[config.mk]
export PLATFORM = sky130hd
export DESIGN_NAME = escape_time_fractal_iterator_top
export DESIGN_NICKNAME = d
export VERILOG_FILES = /design/src/hdl/etfi_pkg.sv /design/src/hdl/etfi_csr.sv /design/src/hdl/etfi_mul.sv /design/src/hdl/etfi_core.sv /design/src/hdl/escape_time_fractal_iterator_top.sv
export SDC_FILE = /design/constraint.sdc
export NUM_CORES = 2
export LEC_CHECK = 0
export BUFFER_PORTS_ARGS = -buffer_cell sky130_fd_sc_hd__buf_2
export CAP_MARGIN = 5
export CORE_MARGIN = 5
export CORE_UTILIZATION = 55
export CTS_BUF_LIST = sky130_fd_sc_hd__clkbuf_16
export CTS_CLUSTER_SIZE = 24
export DETAILED_ROUTE_END_ITERATION = 8
export PLACE_DENSITY = 0.82
export SYNTH_ARGS = -nofsm -noshare
export SYNTH_HDL_FRONTEND = slang
export SYNTH_SLANG_ARGS = --single-unit
[constraint.sdc]
create_clock -name clock -period 27.1 [get_ports clock]
set_input_delay 1.355 -clock clock [delete_from_list [all_inputs] [get_ports clock]]
set_output_delay 1.355 -clock clock [all_outputs]
set_load 0.01 [all_outputs]
[src/hdl/etfi_pkg.sv]
// Shared types and constants for the escape-time fractal iterator.
// No dependencies; imported by every module of the block.
`default_nettype none

package etfi_pkg;

   localparam int FRAC_BITS = 28;   // fraction bits of the Q4.28 format
   localparam int XW        = 10;   // pixel coordinate width
   localparam int NW        = 16;   // iteration counter width
   localparam int MW        = 32;   // multiplier operand width
   localparam int PW        = 2 * MW; // full product width
   localparam int CW        = 43;   // width of c = origin + pixel * step
   localparam int ZW        = 45;   // width of z, wide enough for one step past escape
   localparam int IW        = 3;    // register index width
   localparam int DW        = 32;   // register write data width

   // register indexes
   localparam logic [IW-1:0] CSR_MODE      = 3'd0;
   localparam logic [IW-1:0] CSR_MAX_ITER  = 3'd1;
   localparam logic [IW-1:0] CSR_ORIGIN_RE = 3'd2;
   localparam logic [IW-1:0] CSR_ORIGIN_IM = 3'd3;
   localparam logic [IW-1:0] CSR_STEP      = 3'd4;

   localparam logic MODE_MANDEL  = 1'b0;
   localparam logic MODE_BURNING = 1'b1;

   typedef struct packed {
      logic                   fractal_mode;
      logic [NW-1:0]          max_iterations;
      logic signed [DW-1:0]   origin_re;
      logic signed [DW-1:0]   origin_im;
      logic [DW-2:0]          pixel_step;
   } cfg_type;

   typedef enum logic [3:0] {
      ST_IDLE,
      ST_MAP_RE,
      ST_MAP_IM,
      ST_LOAD_C,
      ST_SQ_RE,
      ST_SQ_IM,
      ST_TEST,
      ST_UPDATE,
      ST_FINISH
   } state_type;

endpackage

`default_nettype wire

[src/hdl/etfi_csr.sv]
// Configuration registers of the fractal iterator.
// Depends on etfi_pkg for the register indexes and the cfg_type struct.
`default_nettype none

module etfi_csr (
   input  wire logic                  clock,
   input  wire logic                  reset,
   input  wire logic                  csr_valid,
   output logic                       csr_ready,
   input  wire logic [etfi_pkg::IW-1:0] csr_index,
   input  wire logic [etfi_pkg::DW-1:0] csr_data,
   output etfi_pkg::cfg_type          cfg
);
   import etfi_pkg::*;

   cfg_type cfg_ff;
   cfg_type cfg_in;

   assign csr_ready = 1'b1;
   assign cfg       = cfg_ff;

   always_comb begin
      cfg_in = cfg_ff;
      if (csr_valid) begin
         unique case (csr_index)
            CSR_MODE:      cfg_in.fractal_mode   = csr_data[0];
            CSR_MAX_ITER:  cfg_in.max_iterations = csr_data[NW-1:0];
            CSR_ORIGIN_RE: cfg_in.origin_re      = csr_data;
            CSR_ORIGIN_IM: cfg_in.origin_im      = csr_data;
            CSR_STEP:      cfg_in.pixel_step     = csr_data[DW-2:0];
            default:       cfg_in = cfg_ff;   // unknown index, ignored
         endcase
      end
   end

   always_ff @(posedge clock) begin
      if (reset) begin
         cfg_ff.fractal_mode   <= MODE_MANDEL;
         cfg_ff.max_iterations <= NW'(50);
         cfg_ff.origin_re      <= 32'hE000_0000;  // -2.0
         cfg_ff.origin_im      <= 32'hE800_0000;  // -1.5
         cfg_ff.pixel_step     <= 31'h0010_0000;  // 2^-8
      end else begin
         cfg_ff <= cfg_in;
      end
   end

endmodule

`default_nettype wire

[src/hdl/etfi_mul.sv]
// Shared signed multiplier with a registered product.
// Depends on etfi_pkg for the operand and product widths.
`default_nettype none

module etfi_mul (
   input  wire logic                         clock,
   input  wire logic signed [etfi_pkg::MW-1:0] mul_a,
   input  wire logic signed [etfi_pkg::MW-1:0] mul_b,
   output logic signed [etfi_pkg::PW-1:0]      prod
);
   import etfi_pkg::*;

   logic signed [PW-1:0] prod_ff;
   logic signed [PW-1:0] prod_in;

   assign prod_in = PW'(mul_a) * PW'(mul_b);
   assign prod    = prod_ff;

   always_ff @(posedge clock) begin
      prod_ff <= prod_in;
   end

endmodule

`default_nettype wire

[src/hdl/etfi_core.sv]
// Sequencer and datapath registers: maps the pixel to c, then iterates z = z^2 + c
// through the shared multiplier (burning ship: abs of Re z, Im z). Depends on etfi_pkg and etfi_mul.
`default_nettype none

module etfi_core (
   input  wire logic                    clock,
   input  wire logic                    reset,
   input  etfi_pkg::cfg_type            cfg,
   input  wire logic                    req_valid,
   output logic                         req_ready,
   input  wire logic [etfi_pkg::XW-1:0] req_pixel_x,
   input  wire logic [etfi_pkg::XW-1:0] req_pixel_y,
   output logic                         rsp_valid,
   input  wire logic                    rsp_ready,
   output logic [etfi_pkg::XW-1:0]      rsp_out_x,
   output logic [etfi_pkg::XW-1:0]      rsp_out_y,
   output logic [etfi_pkg::NW-1:0]      rsp_iterations,
   output logic                         rsp_escaped
);
   import etfi_pkg::*;

   localparam logic signed [ZW-1:0] TWO_FX  = ZW'(64'd2 << FRAC_BITS);
   localparam logic signed [ZW-1:0] FOUR_FX = ZW'(64'd4 << FRAC_BITS);

   state_type state_ff, state_in;

   logic [XW-1:0]        px_ff, px_in;
   logic [XW-1:0]        py_ff, py_in;
   logic signed [CW-1:0] cr_ff, cr_in;
   logic signed [CW-1:0] ci_ff, ci_in;
   logic signed [ZW-1:0] zr_ff, zr_in;
   logic signed [ZW-1:0] zi_ff, zi_in;
   logic signed [ZW-1:0] xx_ff, xx_in;
   logic signed [ZW-1:0] yy_ff, yy_in;
   logic [NW-1:0]        n_ff, n_in;
   logic                 esc_ff, esc_in;

   logic                 rsp_valid_ff, rsp_valid_in;
   logic [XW-1:0]        rsp_x_ff, rsp_x_in;
   logic [XW-1:0]        rsp_y_ff, rsp_y_in;
   logic [NW-1:0]        rsp_iter_ff, rsp_iter_in;
   logic                 rsp_esc_ff, rsp_esc_in;

   logic signed [MW-1:0] mul_a, mul_b;
   logic signed [PW-1:0] prod;
   logic signed [PW-1:0] prod_sh;
   logic signed [ZW-1:0] prod_fx;
   logic signed [ZW-1:0] mag_sq;
   logic signed [MW-1:0] zr_nar, zi_nar, zr_abs, zi_abs;
   logic                 z_in_range;
   logic                 sq_escape;
   logic                 at_limit;
   logic                 out_free;

   etfi_mul u_mul (
      .clock (clock),
      .mul_a (mul_a),
      .mul_b (mul_b),
      .prod  (prod)
   );

   // floored fixed-point product; squares and cross term stay well inside ZW
   assign prod_sh = prod >>> FRAC_BITS;
   assign prod_fx = prod_sh[ZW-1:0];
   assign mag_sq  = xx_ff + prod_fx;

   assign z_in_range = (zr_ff < TWO_FX) && (zr_ff > -TWO_FX)
                    && (zi_ff < TWO_FX) && (zi_ff > -TWO_FX);
   assign sq_escape  = (mag_sq >= FOUR_FX);
   assign at_limit   = (n_ff >= cfg.max_iterations);
   assign out_free   = !rsp_valid_ff || rsp_ready;

   // only read once z is known to lie inside (-2, 2)
   assign zr_nar = zr_ff[MW-1:0];
   assign zi_nar = zi_ff[MW-1:0];
   assign zr_abs = zr_nar[MW-1] ? -zr_nar : zr_nar;
   assign zi_abs = zi_nar[MW-1] ? -zi_nar : zi_nar;

   // next state
   always_comb begin
      state_in = state_ff;
      unique case (state_ff)
         ST_IDLE:   if (req_valid) state_in = ST_MAP_RE;
         ST_MAP_RE: state_in = ST_MAP_IM;
         ST_MAP_IM: state_in = ST_LOAD_C;
         ST_LOAD_C: state_in = ST_SQ_RE;
         ST_SQ_RE:  state_in = z_in_range ? ST_SQ_IM : ST_FINISH;
         ST_SQ_IM:  state_in = ST_TEST;
         ST_TEST:   state_in = (sq_escape || at_limit) ? ST_FINISH : ST_UPDATE;
         ST_UPDATE: state_in = ST_SQ_RE;
         ST_FINISH: if (out_free) state_in = ST_IDLE;
         default:   state_in = ST_IDLE;
      endcase
   end

   // outputs of the sequencer: handshake and multiplier operands
   always_comb begin
      req_ready = 1'b0;
      mul_a     = '0;
      mul_b     = '0;
      unique case (state_ff)
         ST_IDLE: req_ready = 1'b1;
         ST_MAP_RE: begin
            mul_a = {{(MW-XW){1'b0}}, px_ff};
            mul_b = {1'b0, cfg.pixel_step};
         end
         ST_MAP_IM: begin
            mul_a = {{(MW-XW){1'b0}}, py_ff};
            mul_b = {1'b0, cfg.pixel_step};
         end
         ST_SQ_RE: begin
            mul_a = zr_nar;
            mul_b = zr_nar;
         end
         ST_SQ_IM: begin
            mul_a = zi_nar;
            mul_b = zi_nar;
         end
         ST_TEST: begin
            mul_a = (cfg.fractal_mode == MODE_BURNING) ? zr_abs : zr_nar;
            mul_b = (cfg.fractal_mode == MODE_BURNING) ? zi_abs : zi_nar;
         end
         default: begin
            mul_a = '0;
            mul_b = '0;
         end
      endcase
   end

   // datapath next values
   always_comb begin
      px_in  = px_ff;
      py_in  = py_ff;
      cr_in  = cr_ff;
      ci_in  = ci_ff;
      zr_in  = zr_ff;
      zi_in  = zi_ff;
      xx_in  = xx_ff;
      yy_in  = yy_ff;
      n_in   = n_ff;
      esc_in = esc_ff;
      case (state_ff)
         ST_IDLE: begin
            px_in  = req_pixel_x;
            py_in  = req_pixel_y;
            zr_in  = '0;
            zi_in  = '0;
            n_in   = '0;
            esc_in = 1'b0;
         end
         ST_MAP_IM: cr_in = CW'(cfg.origin_re) + prod[CW-1:0];
         ST_LOAD_C: ci_in = CW'(cfg.origin_im) + prod[CW-1:0];
         ST_SQ_RE:  if (!z_in_range) esc_in = 1'b1;
         ST_SQ_IM:  xx_in = prod_fx;
         ST_TEST: begin
            yy_in  = prod_fx;
            esc_in = sq_escape;
         end
         ST_UPDATE: begin
            zr_in = xx_ff - yy_ff + ZW'(cr_ff);
            zi_in = (prod_fx <<< 1) + ZW'(ci_ff);
            n_in  = n_ff + 1'b1;
         end
         default: ;
      endcase
   end

   // result register, free to take a new result while the next pixel starts
   always_comb begin
      rsp_x_in     = rsp_x_ff;
      rsp_y_in     = rsp_y_ff;
      rsp_iter_in  = rsp_iter_ff;
      rsp_esc_in   = rsp_esc_ff;
      rsp_valid_in = rsp_valid_ff;
      if (state_ff == ST_FINISH && out_free) begin
         rsp_x_in     = px_ff;
         rsp_y_in     = py_ff;
         rsp_iter_in  = esc_ff ? NW'(n_ff - 1'b1) : n_ff;
         rsp_esc_in   = esc_ff;
         rsp_valid_in = 1'b1;
      end else if (rsp_ready) begin
         rsp_valid_in = 1'b0;
      end
   end

   always_ff @(posedge clock) begin
      if (reset) begin
         state_ff     <= ST_IDLE;
         rsp_valid_ff <= 1'b0;
      end else begin
         state_ff     <= state_in;
         rsp_valid_ff <= rsp_valid_in;
      end
   end

   always_ff @(posedge clock) begin
      px_ff       <= px_in;
      py_ff       <= py_in;
      cr_ff       <= cr_in;
      ci_ff       <= ci_in;
      zr_ff       <= zr_in;
      zi_ff       <= zi_in;
      xx_ff       <= xx_in;
      yy_ff       <= yy_in;
      n_ff        <= n_in;
      esc_ff      <= esc_in;
      rsp_x_ff    <= rsp_x_in;
      rsp_y_ff    <= rsp_y_in;
      rsp_iter_ff <= rsp_iter_in;
      rsp_esc_ff  <= rsp_esc_in;
   end

   assign rsp_valid      = rsp_valid_ff;
   assign rsp_out_x      = rsp_x_ff;
   assign rsp_out_y      = rsp_y_ff;
   assign rsp_iterations = rsp_iter_ff;
   assign rsp_escaped    = rsp_esc_ff;

`ifndef ASSERT_OFF
   // squaring only ever starts on a z that passed the range check
   a_sq_in_range: assert property (@(posedge clock) disable iff (reset)
      (state_ff == ST_SQ_IM) |-> z_in_range)
      else $error("squaring z outside (-2, 2)");

   // an accepted transaction always starts the pixel mapping
   a_accept_starts: assert property (@(posedge clock) disable iff (reset)
      (req_valid && req_ready) |=> (state_ff == ST_MAP_RE))
      else $error("accepted transaction did not start mapping");

   // a finished pixel lands in the result register as the sequencer returns to idle
   a_finish_hands_off: assert property (@(posedge clock) disable iff (reset)
      (state_ff == ST_FINISH && out_free) |=> (rsp_valid_ff && state_ff == ST_IDLE))
      else $error("finished pixel not handed to result register");

   // z is only updated straight after the escape and limit test
   a_update_order: assert property (@(posedge clock) disable iff (reset)
      (state_ff == ST_UPDATE) |-> ($past(state_ff) == ST_TEST))
      else $error("z update without preceding test");
`endif

endmodule

`default_nettype wire

[src/hdl/escape_time_fractal_iterator_top.sv]
// Escape-time fractal iterator (Mandelbrot / burning ship), Q4.28 fixed point.
// Sequence: map the pixel to c, then iterate on one shared 32x32 multiplier (three
// products per iteration), then finish. One pixel is worked at a time; the next is
// accepted as soon as the result sits in the output register.
// Reset: synchronous, clears the sequencer and result valid, loads register defaults.
`default_nettype none

module escape_time_fractal_iterator_top (
   input  wire logic                    clock,
   input  wire logic                    reset,
   input  wire logic                    csr_valid,
   output logic                         csr_ready,
   input  wire logic [etfi_pkg::IW-1:0] csr_index,
   input  wire logic [etfi_pkg::DW-1:0] csr_data,
   input  wire logic                    req_valid,
   output logic                         req_ready,
   input  wire logic [etfi_pkg::XW-1:0] req_pixel_x,
   input  wire logic [etfi_pkg::XW-1:0] req_pixel_y,
   output logic                         rsp_valid,
   input  wire logic                    rsp_ready,
   output logic [etfi_pkg::XW-1:0]      rsp_out_x,
   output logic [etfi_pkg::XW-1:0]      rsp_out_y,
   output logic [etfi_pkg::NW-1:0]      rsp_iterations,
   output logic                         rsp_escaped
);
   import etfi_pkg::*;

   cfg_type cfg;

   etfi_csr u_csr (
      .clock     (clock),
      .reset     (reset),
      .csr_valid (csr_valid),
      .csr_ready (csr_ready),
      .csr_index (csr_index),
      .csr_data  (csr_data),
      .cfg       (cfg)
   );

   etfi_core u_core (
      .clock          (clock),
      .reset          (reset),
      .cfg            (cfg),
      .req_valid      (req_valid),
      .req_ready      (req_ready),
      .req_pixel_x    (req_pixel_x),
      .req_pixel_y    (req_pixel_y),
      .rsp_valid      (rsp_valid),
      .rsp_ready      (rsp_ready),
      .rsp_out_x      (rsp_out_x),
      .rsp_out_y      (rsp_out_y),
      .rsp_iterations (rsp_iterations),
      .rsp_escaped    (rsp_escaped)
   );

endmodule

`default_nettype wire

==> results.cfg <==
[grt]
gr-total-overflow = 0
grt_start_max_net_pins = 86
grt_pass1_vias = 55200
antenna_found_initial = 7
grtUsageTotal_pct = 32.5
grt_pass1_wl_microns = 316000

[setup_path]
critPathKind = flip-flop to flip-flop
slowest_delay_ns = 1.14
slowest_stage = fa_1
startpoint_type = flip-flop
crit_top_cell = fa_1
endpoint_kind = flip-flop
crit_path_max_fanout = 55
path_delay_family = adder cells
path_buf_inv = 4
critPathRequiredTime_ns = 27.59
cp.arrival_ns = 12.13

[synth]
yosys-top-cells-area = fa_1 34%, edfxtp_1 15%, ha_1 7.8%, inv_1 7.5%, nand2_1 5.6%
syn_area_sq_um = 66000
yosysMostFrequentCell = inv_1
synth_edf_count = 320
syn_area_per_cell_sq_um = 9.18
ys_seq_area_share_pct = 20.1
yosys.area.top_type_share_pct = 34.3
syn-num-nets = 8785
synth_ff_type = edfxtp_1
syn-instance-count = 7186
synth_common_cells = 1320 x inv_1, 1129 x fa_1, 980 x nand2_1, 657 x nor2_1, 410 x ha_1
synth.distinct_cells = 93
yosys_warnings = 0
synthArstFlopShare_pct = 0
ys_ff_latch = 501
synth_largest_area_cell = fa_1

[power_and_ir_drop]
power.switching_fraction_pct = 30.5
cell_internal_pwr_uw = 1400
p_leak_uw = 0.0330
pwr-share-seq_pct = 45.8
p_sw_uw = 613
clockPowerShare_pct = 36.6
pwr-share-comb_pct = 17.6
power_density_nw_per_um2 = 28.8
peakVddDrop_uv = 42.3

[die]
initial_core_util_pct = 55.2
core_sq_um = 119000
ios = 100
die-area_sq_um = 127000
die_h_microns = 356
rows = 127
die_width_microns = 356

[cells_and_area]
fill_cells = 10300
nNetsFinal = 8726
syn_to_final_growth_pct = 5.89
layout-drive-gt1-share_pct = 4.84
final_area_sq_um = 69800

[routing]
postRouteAntennaNets = 0
viasPerCell = 6.02
drtIter0Drc = 5399
drt_first_pass_iters = 8
vias = 52900
routedWlPerCell_microns = 23.3
drc_errors = 0
routed_wl_microns = 205000

[place]
port_buffers = 98
placed_area_sq_um = 68200
post-dp-hpwl_microns = 161000
place_ws_ns = 15.56
place_congestion = 1.02

[clock_tree]
cts_max_level = 2
cts_resized = 0
clkSlewWorstSetupHoldPaths_ns = 0.07
cts_setup_buffers = 0
clk_latency_ns = 0.63
clockRootBuffer = clkbuf_16
cts_tree = done
clock-sinks = 501
cts-hold-fix-buffers = 0
clockBufferDepth = 3
cts_buffers = 50

[sta]
clock_skew_ns = 0.0395
post-route-period-util_pct = 42.9
min_period_ns = 11.63
whs_ns = 0.458
finalSetupTns_ns = 0
maxSlewHeadroom_pct = 20.8
worstMarginPinSlew_ns = 1.19
hold_viol_final = 0
final.setup.worst_slack_ns = 15.47
slew_violations = 0
max_freq_mhz = 86.0
finalSetupViolCount = 0
grt_setup_unrepaired = false

[worst_hold_path]
hold_path.class = flip-flop to flip-flop

[run_status]
status = finished clean

[run]
cap_violations = 0
## logic make-up (layout without fill, tap and decap cells)
logic type | after synthesis | after routing | share of synthesized area, %
fa+ha+maj | 1539 | 1539 | 42.0
mux | 10 | 10 | 0.156
xor+xnor | 279 | 279 | 3.70
simple gates | 2138 | 2138 | 14.0
buf+inv | 1622 | 1603 | 9.28
compound gates | 1096 | 1096 | 10.8
other cells | 1 | 5 | 0.00569
flops | 501 | 501 | 20.1
## layer usage
layer | GRT usage (%) | part of all wire [%] | up-vias
met5 | 0 | 0.0073 | -
met3 | 7.23 | 11 | 907
met4 | 22.0 | 8.6 | 2
met1 | 40.3 | 36 | 26200
met2 | 51.1 | 45 | 3082
li1 | - | - | 22700
## worst register-to-register path, delay by kind of cell (launching register included)
family	cells	cell delay [ns]
buffers and inverters	4	1.41
adder cells (fa/ha/maj)	9	5.26
flip-flops	1	0.48
AO/OA/AOI/OAI	8	2.52
AND/OR/NAND/NOR	4	1.69
XOR/XNOR	1	0.14
## layout make-up
class,count,area [sq um],area share (%)
diodes,4,10.0,0.0143
clock buffers,51,1280,1.83
flip-flops and latches,501,13200,18.9
well taps,1612,2020,2.89
clock inverters,41,404,0.579
multi-input cells,5063,46800,66.9
repair buffers,191,1190,1.71
inverters,1320,4950,7.09
## power groups by stage
stage / clock [uW] / combinational, uW / sequential [uW]
floorplan: 0 / 234 / 906
global placement: 0 / 334 / 932
detailed placement: 0 / 342 / 933
CTS: 739 / 345 / 917
global route: 773 / 380 / 922
finish: 736 / 354 / 919
## sequential cells by signal, summed over array words and instances, names as in the netlist, 36 cells and up
register,cells
u_core.u_mul.prod,64
u_core.zr_ff,44
u_core.zi_ff,44
u_core.yy_ff,36
u_csr.cfg,112
u_core.xx_ff,36
u_core.ci_ff,43
u_core.cr_ff,43
## layout by cell type, fill, tap and decap left out, types with 12 or more instances in the layout
cell,instances
inv_1,1331
fa_1,1129
nand2_1,978
nor2_1,652
ha_1,410
a21oi_1,376
edfxtp_1,320
dfxtp_1,181
xnor2_1,179
a21o_1,146
o21ai_0,136
xor2_1,100
buf_2,97
buf_4,94
nor3_1,76
o21a_1,72
nand3_1,72
nand2b_1,54
clkbuf_16,51
and2_1,50
nand4_1,50
o211ai_1,35
o21bai_1,32
a31oi_1,29
nor4_1,28
a211oi_1,28
or3_1,27
nor2b_1,26
and3_1,26
o21ai_1,25
o31ai_1,24
or2_2,21
a222oi_1,21
a22oi_1,19
nand3b_1,17
o21ai_2,17
o211a_1,16
and4_1,12
a211o_1,12
## final timing paths
| path | startpoint | to | slack (ns) | cells past startpoint |
|---|---|---|---|---|
| setup / recovery | u_core.state_ff[2]$_SDFFE_PP0P_ | u_core.u_mul.prod[62]$_DFF_P_ | 15.47 | 26 |
| setup reg to reg | u_core.state_ff[2]$_SDFFE_PP0P_ | u_core.u_mul.prod[62]$_DFF_P_ | 15.47 | 26 |
| hold reg to reg | u_core.py_ff[4]$_DFFE_PP_ | u_core.rsp_out_y[4]$_DFFE_PP_ | 0.46 | 0 |
| hold / removal | u_core.py_ff[4]$_DFFE_PP_ | u_core.rsp_out_y[4]$_DFFE_PP_ | 0.46 | 0 |
## through the flow
step,util (%),power (uW),std cells
2_1_floorplan,-,1140,7186
3_3_place_gp,57.0,1270,8686
3_5_place_dp,57.0,1280,8687
4_1_cts,58.4,2000,8779
5_1_grt,58.4,2080,8779
6_report,58.5,2010,8783
No activity file was read; power rests on OpenSTA's default activity.
